<file path="config.mk">
export PLATFORM = sky130hd
export DESIGN_NAME = midi_track_event_encoder
export DESIGN_NICKNAME = d
export VERILOG_FILES = /design/src/rtl/mte_pkg.sv /design/src/rtl/mte_front.sv /design/src/rtl/mte_queue.sv /design/src/rtl/mte_back.sv /design/src/rtl/midi_track_event_encoder.sv
export SDC_FILE = /design/constraint.sdc
export NUM_CORES = 1
export LEC_CHECK = 0
export BUFFER_PORTS_ARGS = -buffer_cell sky130_fd_sc_hd__buf_2
export CORE_UTILIZATION = 61
export DETAILED_ROUTE_END_ITERATION = 7
export GPL_ROUTABILITY_DRIVEN = 0
export GPL_TIMING_DRIVEN = 0
export PLACE_DENSITY = 0.87
export SETUP_SLACK_MARGIN = 0.1
export SYNTH_ARGS = -nofsm -noshare
export SYNTH_HDL_FRONTEND = slang
export SYNTH_HIERARCHICAL = 1
export SYNTH_SLANG_ARGS = --single-unit
</file>
<file path="constraint.sdc">
create_clock -name clock -period 6.2 [get_ports clock]
set_input_delay 0.62 -clock clock [delete_from_list [all_inputs] [get_ports clock]]
set_output_delay 0.62 -clock clock [all_outputs]
set_load 0.02 [all_outputs]
</file>
<file path="src/rtl/mte_pkg.sv">
// Shared types, codes and constants of the MIDI track event encoder.
package mte_pkg;

   typedef enum logic [2:0] {
      OP_NOTE_OFF       = 3'd0,
      OP_NOTE_ON        = 3'd1,
      OP_KEY_PRESSURE   = 3'd2,
      OP_CONTROL_CHANGE = 3'd3,
      OP_PROGRAM_CHANGE = 3'd4,
      OP_PITCH_BEND     = 3'd5
   } op_type;

   localparam logic [7:0] STATUS_NOTE_OFF       = 8'h80;
   localparam logic [7:0] STATUS_NOTE_ON        = 8'h90;
   localparam logic [7:0] STATUS_KEY_PRESSURE   = 8'hA0;
   localparam logic [7:0] STATUS_CONTROL_CHANGE = 8'hB0;
   localparam logic [7:0] STATUS_PROGRAM_CHANGE = 8'hC0;
   localparam logic [7:0] STATUS_PITCH_BEND     = 8'hE0;
   localparam logic [7:0] DATA_MASK             = 8'h7F;

   localparam int MAX_BYTES   = 7;
   localparam int VLQ_MAX     = 4;
   localparam int QUEUE_DEPTH = 2;

   typedef logic [2:0] byte_idx_type;

   typedef struct packed {
      logic [MAX_BYTES-1:0][7:0] bytes;
      byte_idx_type              count;
   } evt_type;

   function automatic logic [7:0] status_of(input op_type op);
      logic [7:0] s;
      unique case (op)
         OP_NOTE_OFF:       s = STATUS_NOTE_OFF;
         OP_NOTE_ON:        s = STATUS_NOTE_ON;
         OP_KEY_PRESSURE:   s = STATUS_KEY_PRESSURE;
         OP_CONTROL_CHANGE: s = STATUS_CONTROL_CHANGE;
         OP_PROGRAM_CHANGE: s = STATUS_PROGRAM_CHANGE;
         OP_PITCH_BEND:     s = STATUS_PITCH_BEND;
         default:           s = 8'h00;
      endcase
      return s;
   endfunction

endpackage

</file>
<file path="src/rtl/mte_front.sv">
// Front end: accepts events, tracks running status and builds the byte record.
module mte_front (
   input  logic          clock,
   input  logic          reset,
   input  logic [2:0]    req_operation,
   input  logic [3:0]    req_channel,
   input  logic [6:0]    req_data_first,
   input  logic [6:0]    req_data_second,
   input  logic [13:0]   req_bend_value,
   input  logic [27:0]   req_delta_ticks,
   input  logic          accept,
   output logic          evt_push,
   output mte_pkg::evt_type evt
);
   import mte_pkg::*;

   logic [7:0]   running_status_ff;
   logic [7:0]   running_status_in;
   logic [7:0]   status;
   logic         op_ok;
   logic         emit_status;
   byte_idx_type vlq_cnt;
   byte_idx_type k;
   op_type       op;
   logic [VLQ_MAX-1:0][6:0] grp_bits;

   assign op          = op_type'(req_operation);
   assign op_ok       = req_operation <= OP_PITCH_BEND;
   assign status      = status_of(op) | {4'h0, req_channel};
   assign emit_status = status != running_status_ff;
   assign evt_push    = accept && op_ok;
   assign grp_bits    = req_delta_ticks;

   always_comb begin
      logic [1:0] grp;
      grp = '0;
      priority if (req_delta_ticks[27:21] != 7'd0) vlq_cnt = 3'd4;
      else if (req_delta_ticks[27:14] != 14'd0)    vlq_cnt = 3'd3;
      else if (req_delta_ticks[27:7] != 21'd0)     vlq_cnt = 3'd2;
      else                                         vlq_cnt = 3'd1;
      evt.bytes = '0;
      for (int i = 0; i < VLQ_MAX; i++) begin
         if (byte_idx_type'(i) < vlq_cnt) begin
            grp = 2'(vlq_cnt - 3'd1 - byte_idx_type'(i));
            evt.bytes[i] = {byte_idx_type'(i) != (vlq_cnt - 3'd1), grp_bits[grp]};
         end
      end
      k = vlq_cnt;
      if (emit_status) begin
         evt.bytes[k] = status;
         k = k + 3'd1;
      end
      if (op == OP_PITCH_BEND) begin
         evt.bytes[k] = {1'b0, req_bend_value[6:0]};
         k = k + 3'd1;
         evt.bytes[k] = {1'b0, req_bend_value[13:7]};
         k = k + 3'd1;
      end else if (op == OP_PROGRAM_CHANGE) begin
         evt.bytes[k] = {1'b0, req_data_first};
         k = k + 3'd1;
      end else begin
         evt.bytes[k] = {1'b0, req_data_first};
         k = k + 3'd1;
         evt.bytes[k] = {1'b0, req_data_second};
         k = k + 3'd1;
      end
      evt.count = k;
   end

   assign running_status_in = evt_push ? status : running_status_ff;

   always_ff @(posedge clock) begin
      if (reset) begin
         running_status_ff <= 8'h00;
      end else begin
         running_status_ff <= running_status_in;
      end
   end

endmodule

</file>
<file path="src/rtl/mte_queue.sv">
// Short queue of event records between the front and back ends.
module mte_queue (
   input  logic             clock,
   input  logic             reset,
   input  logic             push,
   input  mte_pkg::evt_type push_data,
   input  logic             q_pop,
   output logic             q_full,
   output logic             q_valid,
   output mte_pkg::evt_type q_data
);
   import mte_pkg::*;

   localparam int PW = $clog2(QUEUE_DEPTH);

   evt_type           slot_ff [QUEUE_DEPTH];
   logic [PW-1:0]     wr_ff, wr_in;
   logic [PW-1:0]     rd_ff, rd_in;
   logic [PW:0]       cnt_ff, cnt_in;

   assign q_full  = cnt_ff == (PW+1)'(QUEUE_DEPTH);
   assign q_valid = cnt_ff != '0;
   assign q_data  = slot_ff[rd_ff];

   always_comb begin
      wr_in  = wr_ff;
      rd_in  = rd_ff;
      cnt_in = cnt_ff;
      if (push) begin
         wr_in = (wr_ff == PW'(QUEUE_DEPTH-1)) ? '0 : wr_ff + 1'b1;
      end
      if (q_pop) begin
         rd_in = (rd_ff == PW'(QUEUE_DEPTH-1)) ? '0 : rd_ff + 1'b1;
      end
      if (push && !q_pop) cnt_in = cnt_ff + 1'b1;
      else if (q_pop && !push) cnt_in = cnt_ff - 1'b1;
   end

   always_ff @(posedge clock) begin
      if (reset) begin
         wr_ff  <= '0;
         rd_ff  <= '0;
         cnt_ff <= '0;
      end else begin
         wr_ff  <= wr_in;
         rd_ff  <= rd_in;
         cnt_ff <= cnt_in;
      end
   end

   always_ff @(posedge clock) begin
      if (push) slot_ff[wr_ff] <= push_data;
   end

   a_no_overflow: assert property (@(posedge clock) disable iff (reset)
      q_full |-> !push || q_pop)
      else $error("queue push while full");
   a_no_underflow: assert property (@(posedge clock) disable iff (reset)
      q_pop |-> q_valid)
      else $error("queue pop while empty");
   a_count_range: assert property (@(posedge clock) disable iff (reset)
      cnt_ff <= (PW+1)'(QUEUE_DEPTH))
      else $error("queue count out of range");

endmodule

</file>
<file path="src/rtl/mte_back.sv">
// Back end: serializes event records into the byte stream, one byte per transfer.
module mte_back (
   input  logic             clock,
   input  logic             reset,
   input  logic             q_valid,
   input  mte_pkg::evt_type q_data,
   output logic             q_pop,
   input  logic             pop,
   output logic             empty,
   output logic [7:0]       rsp_out_byte,
   output logic             rsp_last_byte
);
   import mte_pkg::*;

   evt_type      cur_ff, cur_in;
   byte_idx_type idx_ff, idx_in;
   logic         valid_ff, valid_in;
   logic         xfer;
   logic         last;

   assign empty         = !valid_ff;
   assign xfer          = valid_ff && pop;
   assign last          = idx_ff == (cur_ff.count - 3'd1);
   assign rsp_out_byte  = cur_ff.bytes[idx_ff];
   assign rsp_last_byte = last;
   assign q_pop         = q_valid && (!valid_ff || (xfer && last));

   always_comb begin
      cur_in   = cur_ff;
      idx_in   = idx_ff;
      valid_in = valid_ff;
      if (q_pop) begin
         cur_in   = q_data;
         idx_in   = '0;
         valid_in = 1'b1;
      end else if (xfer) begin
         if (last) valid_in = 1'b0;
         else idx_in = idx_ff + 3'd1;
      end
   end

   always_ff @(posedge clock) begin
      if (reset) begin
         valid_ff <= 1'b0;
         idx_ff   <= '0;
      end else begin
         valid_ff <= valid_in;
         idx_ff   <= idx_in;
      end
   end

   always_ff @(posedge clock) begin
      cur_ff <= cur_in;
   end

   a_count_range: assert property (@(posedge clock) disable iff (reset)
      valid_ff |-> cur_ff.count >= 3'd2 && cur_ff.count <= 3'd7)
      else $error("record byte count out of range");
   a_idx_range: assert property (@(posedge clock) disable iff (reset)
      valid_ff |-> idx_ff < cur_ff.count)
      else $error("byte index past record end");
   a_mid_event_holds: assert property (@(posedge clock) disable iff (reset)
      xfer && !last |=> valid_ff && idx_ff == $past(idx_ff) + 3'd1)
      else $error("event dropped before its last byte");

endmodule

</file>
<file path="src/rtl/midi_track_event_encoder.sv">
// MIDI track event encoder top level.
// Each accepted event becomes 2 to 7 track bytes: a delta-time variable-length
// quantity of 1 to 4 bytes, the status byte when it differs from the running
// status, then one or two data bytes; the final byte of an event carries
// rsp_last_byte. Operation codes 6 and 7 are dropped and produce nothing.
// Bytes leave at one per cycle while pop is held; a two-record queue between the
// classifying front end and the serializing back end lets a new event be taken
// every cycle while the queue has room, and full rises only when both records
// wait.
module midi_track_event_encoder (
   input  logic        clock,
   input  logic        reset,
   input  logic        push,
   output logic        full,
   input  logic [2:0]  req_operation,
   input  logic [3:0]  req_channel,
   input  logic [6:0]  req_data_first,
   input  logic [6:0]  req_data_second,
   input  logic [13:0] req_bend_value,
   input  logic [27:0] req_delta_ticks,
   output logic        empty,
   input  logic        pop,
   output logic [7:0]  rsp_out_byte,
   output logic        rsp_last_byte
);
   import mte_pkg::*;

   evt_type evt;
   evt_type q_data;
   logic    evt_push;
   logic    q_pop;
   logic    q_full;
   logic    q_valid;

   assign full = q_full;

   mte_front u_front (
      .clock           (clock),
      .reset           (reset),
      .req_operation   (req_operation),
      .req_channel     (req_channel),
      .req_data_first  (req_data_first),
      .req_data_second (req_data_second),
      .req_bend_value  (req_bend_value),
      .req_delta_ticks (req_delta_ticks),
      .accept          (push && !q_full),
      .evt_push        (evt_push),
      .evt             (evt)
   );

   mte_queue u_queue (
      .clock     (clock),
      .reset     (reset),
      .push      (evt_push),
      .push_data (evt),
      .q_pop     (q_pop),
      .q_full    (q_full),
      .q_valid   (q_valid),
      .q_data    (q_data)
   );

   mte_back u_back (
      .clock         (clock),
      .reset         (reset),
      .q_valid       (q_valid),
      .q_data        (q_data),
      .q_pop         (q_pop),
      .pop           (pop),
      .empty         (empty),
      .rsp_out_byte  (rsp_out_byte),
      .rsp_last_byte (rsp_last_byte)
   );

endmodule
</file>
# After elaboration in Yosys (flattened, before gate mapping)
# Memories as Yosys holds them, arrays and structs flattened. A register that Yosys moved wholly into a read port is not among the register bits.
# Index checks and enable logic that the tools add are counted.
dict set report op_classes {
  eq_ne 11
  n_lt_le_gt_ge 16
  n_addsub 13
  bitwise 2
  reduce_logical 27
  n_mux 44
}
# operator count
set op_table {}
lappend op_table {{bitwise mux 56 bit} 5}
lappend op_table {{2-to-1 mux 56 bit} 3}
lappend op_table {{demux 8 bit (select 3 bit)} 3}
lappend op_table {{2-to-1 mux 8 bit} 8}
lappend op_table {{binary-select mux 7 bit (select 2 bit)} 4}
lappend op_table {{one-hot mux 8 bit (6 select lines)} 1}
lappend op_table {{2-to-1 mux 7 bit} 4}
lappend op_table {{binary-select mux 8 bit (select 3 bit)} 1}
lappend op_table {{nonzero test 21 bit} 1}
lappend op_table {{less-than comparator 3 x 4 -> 1 bit, second input constant} 4}
lappend op_table {{2-to-1 mux 3 bit} 5}
lappend op_table {{nonzero test 14 bit} 1}
lappend op_table {{adder 3 x 1 -> 3 bit, second input constant} 4}
lappend op_table {{less-than comparator 2 x 3 -> 1 bit, second input constant} 4}
lappend op_table {{logical AND 1 bit} 10}
lappend op_table {{greater-or-equal comparator 3 x 1 -> 1 bit, second input constant} 3}
lappend op_table {{!= test 8 bit} 1}
lappend op_table {{bitwise OR 8 x 4 -> 8 bit} 1}
lappend op_table {{nonzero test 2 bit} 4}
lappend op_table {{2-to-1 mux 1 bit} 7}
lappend op_table {{nonzero test 7 bit} 1}
lappend op_table {{equality test 3 x 2 -> 1 bit, second input constant} 2}
lappend op_table {{equality test 3 bit, second input constant} 2}
lappend op_table {{less-than comparator 1 x 3 -> 1 bit, first input constant} 2}
lappend op_table {{other kinds (20)} 32}
dict set report totals {
  register_bits 16
  output_inout_bits 11
  mem_count 1
  ramBits 118
  in_bits 67
  elab_cells 120
}
# name depth word_bits rd rd_ports_with_merged_regs write_ports line
set mem_list {}
lappend mem_list {u_queue.slot_ff 2 59 1 1 1 mte_queue.sv:16} ;# evt_type slot_ff [QUEUE_DEPTH];

# Longest topological paths before layout
# Gate-level depths: netlist of run 1.
dict set report logic_depth {
  word_depth 15
  mapped_depth 20
  depth_no_buf 15
}

# Modules after synthesis
# Netlist of run 1, hierarchy kept.
# mod cells_each seq_area_each_um2 area_each_um2 n_inst
set modules_own_cells {}
lappend modules_own_cells {mte_queue 206 3643.5 4510.6 1}
lappend modules_own_cells {mte_front 664 160.2 4225.3 1}
lappend modules_own_cells {mte_back 147 1851.8 2532.4 1}
lappend modules_own_cells {midi_track_event_encoder 1 0.0 13.8 1}

# Worst setup path before layout of run 1
# Ideal clock, no wire load.
dict set report synth_path {
  path_kind {reg2reg}
  start {register u_back/cur_ff[0] (netlist name)}
  end {register u_queue.cnt_ff[1]}
  required_ns 6.130
  path_stages_with_launch 10
  path_buffers 0
  period_less_slack_ns 5.183
  arrival_time_ns 5.114
  setup_ns 0.070
  path_slack_ns 1.017
  path_cell_list {edfxtp_1 -> inv_1 -> ha_1 -> xor2_1 -> nand4_1 -> a21boi_1 -> inv_1 -> ha_1 -> or3_1 -> a21oi_1}
}
dict set report synth_between {
  elab_chain_cells 8
  elab_cells_between_ends 10
  classes_between {add/sub (1); eq/ne (1); mux (1); reduce/logical (7)}
}
# item line
set synth_rtl {}
lappend synth_rtl {{subtractor 3 x 1 -> 3 bit *} mte_back.sv:23} ;# assign last = idx_ff == (cur_ff.count - 3'd1);
lappend synth_rtl {{equality test 3 bit *} mte_back.sv:23}
lappend synth_rtl {{logical AND 1 bit *} mte_back.sv:26} ;# assign q_pop = q_valid && (!valid_ff || (xfer && last));
lappend synth_rtl {{logical OR 1 bit *} mte_back.sv:26}
lappend synth_rtl {{logical AND 1 bit *} mte_back.sv:26}
lappend synth_rtl {{named net q_pop} midi_track_event_encoder.sv:31} ;# logic q_pop;
lappend synth_rtl {{zero test 1 bit} mte_queue.sv:35} ;# if (push && !q_pop) cnt_in = cnt_ff + 1'b1;
lappend synth_rtl {{logical AND 1 bit} mte_queue.sv:35}
lappend synth_rtl {{2-to-1 mux 2 bit or nonzero test 2 bit (tied branches)} n/a}
lappend synth_rtl {{end signal: assignment} mte_queue.sv:47} ;# cnt_ff <= cnt_in;
lappend synth_rtl {{end: declaration} mte_queue.sv:19} ;# logic [PW:0] cnt_ff, cnt_in;
# The timed path passes the listed nets; every way through them passes the cells marked *.
# A chain may end at the register's enable or synchronous reset.

==> results of run 1 <==
## logic make-up (layout without fill, tap and decap cells)
kind of cell,count (synthesis),in the layout
flip-flops,194,194
AO/OA/AOI/OAI,309,309
AND/OR/NAND/NOR,275,275
multiplexers,90,90
other,1,4
XOR/XNOR,21,21
adder cells (fa/ha/maj),10,10
buffers and inverters,118,217
## metal layers
layer  routed length [um]  share of wire [%]  global-route usage [%]  vias to the layer above
met5                   13              0.037                       0                        -
met1                11900                 34                    45.9                     4474
met3                 5380                 15                    14.8                      234
met4                 2360                6.8                    22.2                        2
met2                15200                 44                    56.4                      926
li1                     -                  -                       -                     4130
## flip-flops by register name (all words and copies together) (netlist names), named ones only
name                       flops
u_back/idx_ff                  3
u_back/cur_ff                 59
u_queue/cnt_ff                 2
u_queue/rd_ff                  1
u_front/running_status_ff      8
u_back/valid_ff                1
u_queue/slot_ff              118
u_queue/wr_ff                  1
## final timing paths
path                                 from                      endpoint  cells after the start
max                    req_delta_ticks[9]        u_queue/slot_ff[0][46]                     19
min          u_front/running_status_ff[2]  u_front/running_status_ff[2]                      2
max reg2reg  u_front/running_status_ff[7]        u_queue/slot_ff[0][46]                     14
min reg2reg  u_front/running_status_ff[2]  u_front/running_status_ff[2]                      2
## stage by stage
step | setup WS (ns) | cells | cell area (sq um) | utilization [%] | setup TNS, ns
6_report | 0.270 | 1349 | 12600 | 69.9 | 0
5_1_grt | 0.145 | 1347 | 12600 | 69.9 | 0
4_1_cts | 0.356 | 1347 | 12600 | 69.8 | 0
3_5_place_dp | -0.0973 | 1315 | 12000 | 66.5 | -1.28
3_3_place_gp | -0.311 | 1311 | 11900 | 66.0 | -0.409
2_1_floorplan | 1.02 | 1019 | 11300 | - | 0
## cells in the final DEF (no fill, tap or decap), types with 11 or more instances in the layout
cell,count
a21oi_1,75
a221oi_1,25
a22oi_1,11
a31oi_1,18
a32oi_1,23
buf_2,79
clkbuf_1,52
clkbuf_16,17
dfxtp_1,17
edfxtp_1,177
inv_1,30
mux2_2,50
mux2_4,11
mux2i_1,20
nand2_1,94
nand3_1,28
nor2_1,67
nor3_1,11
o211ai_1,14
o21ai_0,19
xnor2_1,15
## worst max-delay path, stage by stage
cell	delay [ns]
buf_2	0.13
or4_4	0.58
o211a_4	0.32
nor2_8	0.17
clkbuf_2	0.31
ha_1	0.33
inv_1	0.09
clkbuf_1	0.37
nand2_1	0.13
o21ai_0	0.21
ha_1	0.23
buf_1	0.44
xor2_1	0.46
nand2_1	0.12
mux2i_2	0.50
and3_1	0.23
clkbuf_1	0.26
a221oi_1	0.14
a21oi_1	0.46
## power by group through the flow
| stage | clock [W] | combinational [W] | sequential [W] |
|---|---|---|---|
| after floorplan | 0 | 0.000758 | 0.00189 |
| after global placement | 0 | 0.00104 | 0.00192 |
| after detailed placement | 0 | 0.00112 | 0.00191 |
| after CTS | 0.00110 | 0.00114 | 0.00188 |
| after global routing | 0.00114 | 0.00123 | 0.00191 |
| final | 0.00109 | 0.00117 | 0.00189 |
## layout make-up
class / instances / area, sq um
repair buffers: 67 / 395
flip-flops and latches: 194 / 5660
plain buffers: 87 / 413
clock inverters: 15 / 175
inverters: 31 / 119
fillers: 1295 / 5420
clock buffers: 17 / 425
well taps: 229 / 287
diodes: 2 / 5.00
multi-input cells: 707 / 5130
==> impl_metrics.ini, run 1 <==
[status]
outcome = finished, violations left
violations = DRC

[drt]
drtIter0Drc = 2167
num_vias = 9766
routed_via_density = 7.24
detail-route-antenna-nets = 0
drt_wl_total_mm = 34.8
dr.pass1.iters = 8
wl_per_cell_um = 25.8
drcViolationCount = 20

[synthesis]
yosys_most_used_dff = edfxtp_1
netlist_area_sq_mm = 0.0113
synth_mux_area_share_pct = 9.95
synth_cell_types = 90
synth_xor_area_share_pct = 1.75
syn_area_per_cell_sq_um = 11.1
synth_cells = 1018
synthAdderAreaFrac_pct = 1.11
synth_edf_count = 177
ys_seq_area_share_pct = 50.1
yosys_warnings = 6
synth_commonest_cells = 177 x edfxtp_1, 94 x nand2_1, 75 x a21oi_1
synth_top_family_by_area = compound AO/OA/AOI/OAI gates
synth-compound-area-share_pct = 20.1
synthTopCellsByArea = edfxtp_1 47%, mux2_2 5.0%, a21oi_1 3.3%
synth_top_cell_area_share_pct = 47.1
ys_ff_latch = 194
yosysMostFrequentCell = edfxtp_1
yosys.area_share.simple_pct = 12.2
yosysTopAreaCell = edfxtp_1
synthArstFlopShare_pct = 0

[sta]
fin_skew_ns = 0.0149
slew_viol_final = 0
worst_pin_slew_ns = 1.28
min_period_ns = 5.93
hold_viol_final = 0
setup_viol = 0
hold_slack_ns = 0.471
grt_setup_unrepaired = false
fin_crit_sh_pct = 95.6
max-slew-margin-rel_pct = 13.3
max_clock_freq_ghz = 0.169

[placement]
portBuffers = 63
post-dp-hpwl_mm = 24.0

[die]
die_x_um = 138
rows = 49
dieArea_sq_mm = 0.0190
die-height_um = 138
core_sq_mm = 0.0180
start_util_pct = 62.6
ioPinCount = 78

[power_and_ir_drop]
p_seq_share_pct = 45.5
p_int_w = 0.00281
powerDensity_mw_per_mm2 = 329
p_leak_nw = 4.45
combPwrFrac_pct = 28.1
ir_drop_mv = 0.225
total_power_w = 0.00414
power.switching_w = 0.00134
switching_share_pct = 32.2
p_clk_share_pct = 26.4

[clock_network]
cts_tree = yes
clock_latency_ns = 0.45
cts_buffers = 17
post_cts_resized = 0
postCtsHoldBufs = 0
cts.path.max_buffers = 2
postCtsSetupRepairBufs = 0
cts_root_buffer = clkbuf_16
path_clk_slew_ns = 0.08
cts_sinks = 194
htree_num_levels = 4

[run]
maxCapViolCount = 0

[worst_setup_path]
worstSetupPathType = in2reg
critPathLaunchType = primary input
arrival_ns = 6.12
path_max_fanout = 11
end_kind = flop
cp.required_ns = 6.39
r2r_slack_ns = 1.24

[grt]
antenna_found_initial = 4
track_usage_pct = 37.7
grt_pass1_wl_mm = 51.6
grt_max_degree = 60
first_global_vias = 8992
grt.overflow.total = 0

[cells_and_area]
num-nets-final = 1182
area_growth_pct = 11.7
drive_above_1_share_pct = 21.1

[worst_hold_path]
hold_path.class = reg2reg
Note: power is estimated with default switching activity, not from simulation.
==> inputs of run 2 (changes only) <==
Settings changed: CORE_UTILIZATION 61 to 55, PLACE_DENSITY 0.87 to 0.81, SETUP_SLACK_MARGIN 0.1 to 0.4.
==> impl_metrics.ini, run 2 (synthesis gave the netlist of run 1 again) <==
[status]
outcome = finished, violations left
violations = DRC

[drt]
wl_per_cell_um = 25.7
num_vias = 9704
drtIter0Drc = 2058
dr.pass1.iters = 8
routed_via_density = 6.99
detail-route-antenna-nets = 0
drcViolationCount = 9
drt_wl_total_mm = 35.7

[sta]
grt_setup_unrepaired = false
hold_viol_final = 0
max-slew-margin-rel_pct = 29.3
min_period_ns = 5.58
fin_crit_sh_pct = 90.1
setup_viol = 0
slew_viol_final = 0
max_clock_freq_ghz = 0.179
worst_pin_slew_ns = 1.05
fin_skew_ns = 0.0128

[cells_and_area]
register_area_sq_mm = 0.00566
multiInputGateArea_sq_mm = 0.00515
largest_reg_flops = 118
top_regs = u_queue/slot_ff: 118 flops, u_back/cur_ff: 59 flops, u_front/running_status_ff: 8 flops
num-nets-final = 1183
largest-register = u_queue/slot_ff
final_cell_mix = 177 x edfxtp_1, 94 x nand2_1, 79 x buf_2
layout_commonest_cell = edfxtp_1
nFillCells = 1543
drive_above_1_share_pct = 21.4
finalCoreUtilization_pct = 63.2
area_growth_pct = 12.9
diodes = 0
finalInstanceArea_sq_mm = 0.0127

[placement]
post-dp-hpwl_mm = 24.7
placed_area_sq_mm = 0.0120
portBuffers = 63

[worst_setup_path]
end_kind = flop
crit_family = buffers and inverters
slowest_delay_ns = 0.57
cp.required_ns = 6.38
arrival_ns = 5.77
r2r_slack_ns = 1.58
worstSetupPathType = in2reg
crit_chain = buf_2 -> or4_4 -> o211a_4 -> nor2_8 -> clkbuf_2 -> ha_1 -> inv_1 -> clkbuf_1 -> nand2_1 -> o21ai_0 -> ha_1 -> clkbuf_2 -> xor2_2 -> nand2_1 -> mux2i_4 -> and3_1 -> clkbuf_1 -> a221oi_1 -> a21oi_1
cp_num_buf_inv = 6
cp_slowest_cell = or4_4
critPathLaunchType = primary input
path_max_fanout = 11

[grt]
track_usage_pct = 33.9
antenna_found_initial = 0
grt_pass1_wl_mm = 53.3
grt_max_degree = 60
first_global_vias = 8991
grt.overflow.total = 0

[die]
dieArea_sq_mm = 0.0211
die_x_um = 145
rows = 52
start_util_pct = 55.9
core_sq_mm = 0.0202
ioPinCount = 78
die-height_um = 145

[clock_network]
path_clk_slew_ns = 0.09
cts_tree = yes
cts_buffers = 17
cts_root_buffer = clkbuf_16
cts.path.max_buffers = 2
clock_latency_ns = 0.45
cts_sinks = 194
htree_num_levels = 4
postCtsHoldBufs = 0

[power_and_ir_drop]
p_leak_nw = 4.48
ir_drop_mv = 0.218
powerDensity_mw_per_mm2 = 330

[worst_hold_path]
hold_path.class = in2reg

[run]
maxCapViolCount = 0
==> run 2: cell count changes in the layout (fill, tap and decap cells not counted), sizes merged <==
cell,delta
clkbuf,+1
clkinv,-1
diode,-2
inv,+1
==> run 2: worst paths after layout <==
path	cells past startpoint	startpoint	endpoint
worst max-delay path	19	req_delta_ticks[9]	u_queue/slot_ff[0][46]
worst min-delay path	2	reset	u_queue/cnt_ff[1]
worst max register to register	14	u_front/running_status_ff[7]	u_queue/slot_ff[0][46]
worst min register to register	2	u_front/running_status_ff[1]	u_front/running_status_ff[1]
==> run 2: power by group <==
group	switching (W)	internal [W]	leakage [nW]	total, W
combinational	0.000697	0.000469	2.41	0.00117
sequential	0.0000833	0.00179	1.75	0.00187
clock	0.000585	0.000573	0.313	0.00116
total	0.00137	0.00283	4.48	0.00420
==> run 2: cell type report <==
class / count / area share [%]
flip-flops and latches: 194 / 44.4
multi-input cells: 707 / 40.4
clock buffers: 17 / 3.34
plain buffers: 87 / 3.25
repair buffers: 68 / 3.22
well taps: 270 / 2.65
clock inverters: 15 / 1.77
inverters: 31 / 0.933
==> run 2: repair_timing <==
item / in CTS / in global routing
endpoints found under the setup margin: 16 / 94
hold endpoints to repair: 0 / 0
buffers inserted: 1 / 0
pin swaps: 0 / 0
resized for setup: 3 / 4
==> run 2: worst register-to-register path: stages (launching register included) <==
cell and delay (ns):
dfxtp_1 0.41, mux2i_1 0.12, o31ai_1 0.44, nand2_2 0.26, buf_2 0.27, o21ai_0 0.37, ha_1 0.23, clkbuf_2 0.27
xor2_2 0.34, nand2_1 0.16, mux2i_4 0.41, and3_1 0.22, clkbuf_1 0.24, a221oi_1 0.16, a21oi_1 0.48
==> run 2: layer usage <==
layer	vias up	global-route usage [%]	part of all wire, %
li1	4140	-	-
met1	4474	43.5	36
met2	863	51.2	44
met3	227	10.2	14
met4	0	19.3	7.0
met5	-	0	0
==> run 2: through the flow <==
stage	total power, W	worst slack, ns	TNS (ns)	hold slack (ns)	instances
floorplan	0.00265	1.02	0	0.449	1019
global placement	0.00297	-0.434	-0.653	0.457	1352
detailed placement	0.00304	-0.148	-1.63	0.468	1356
CTS	0.00420	0.476	0	0.452	1389
global route	0.00435	0.472	0	0.488	1389
finish	0.00420	0.616	0	0.466	1389
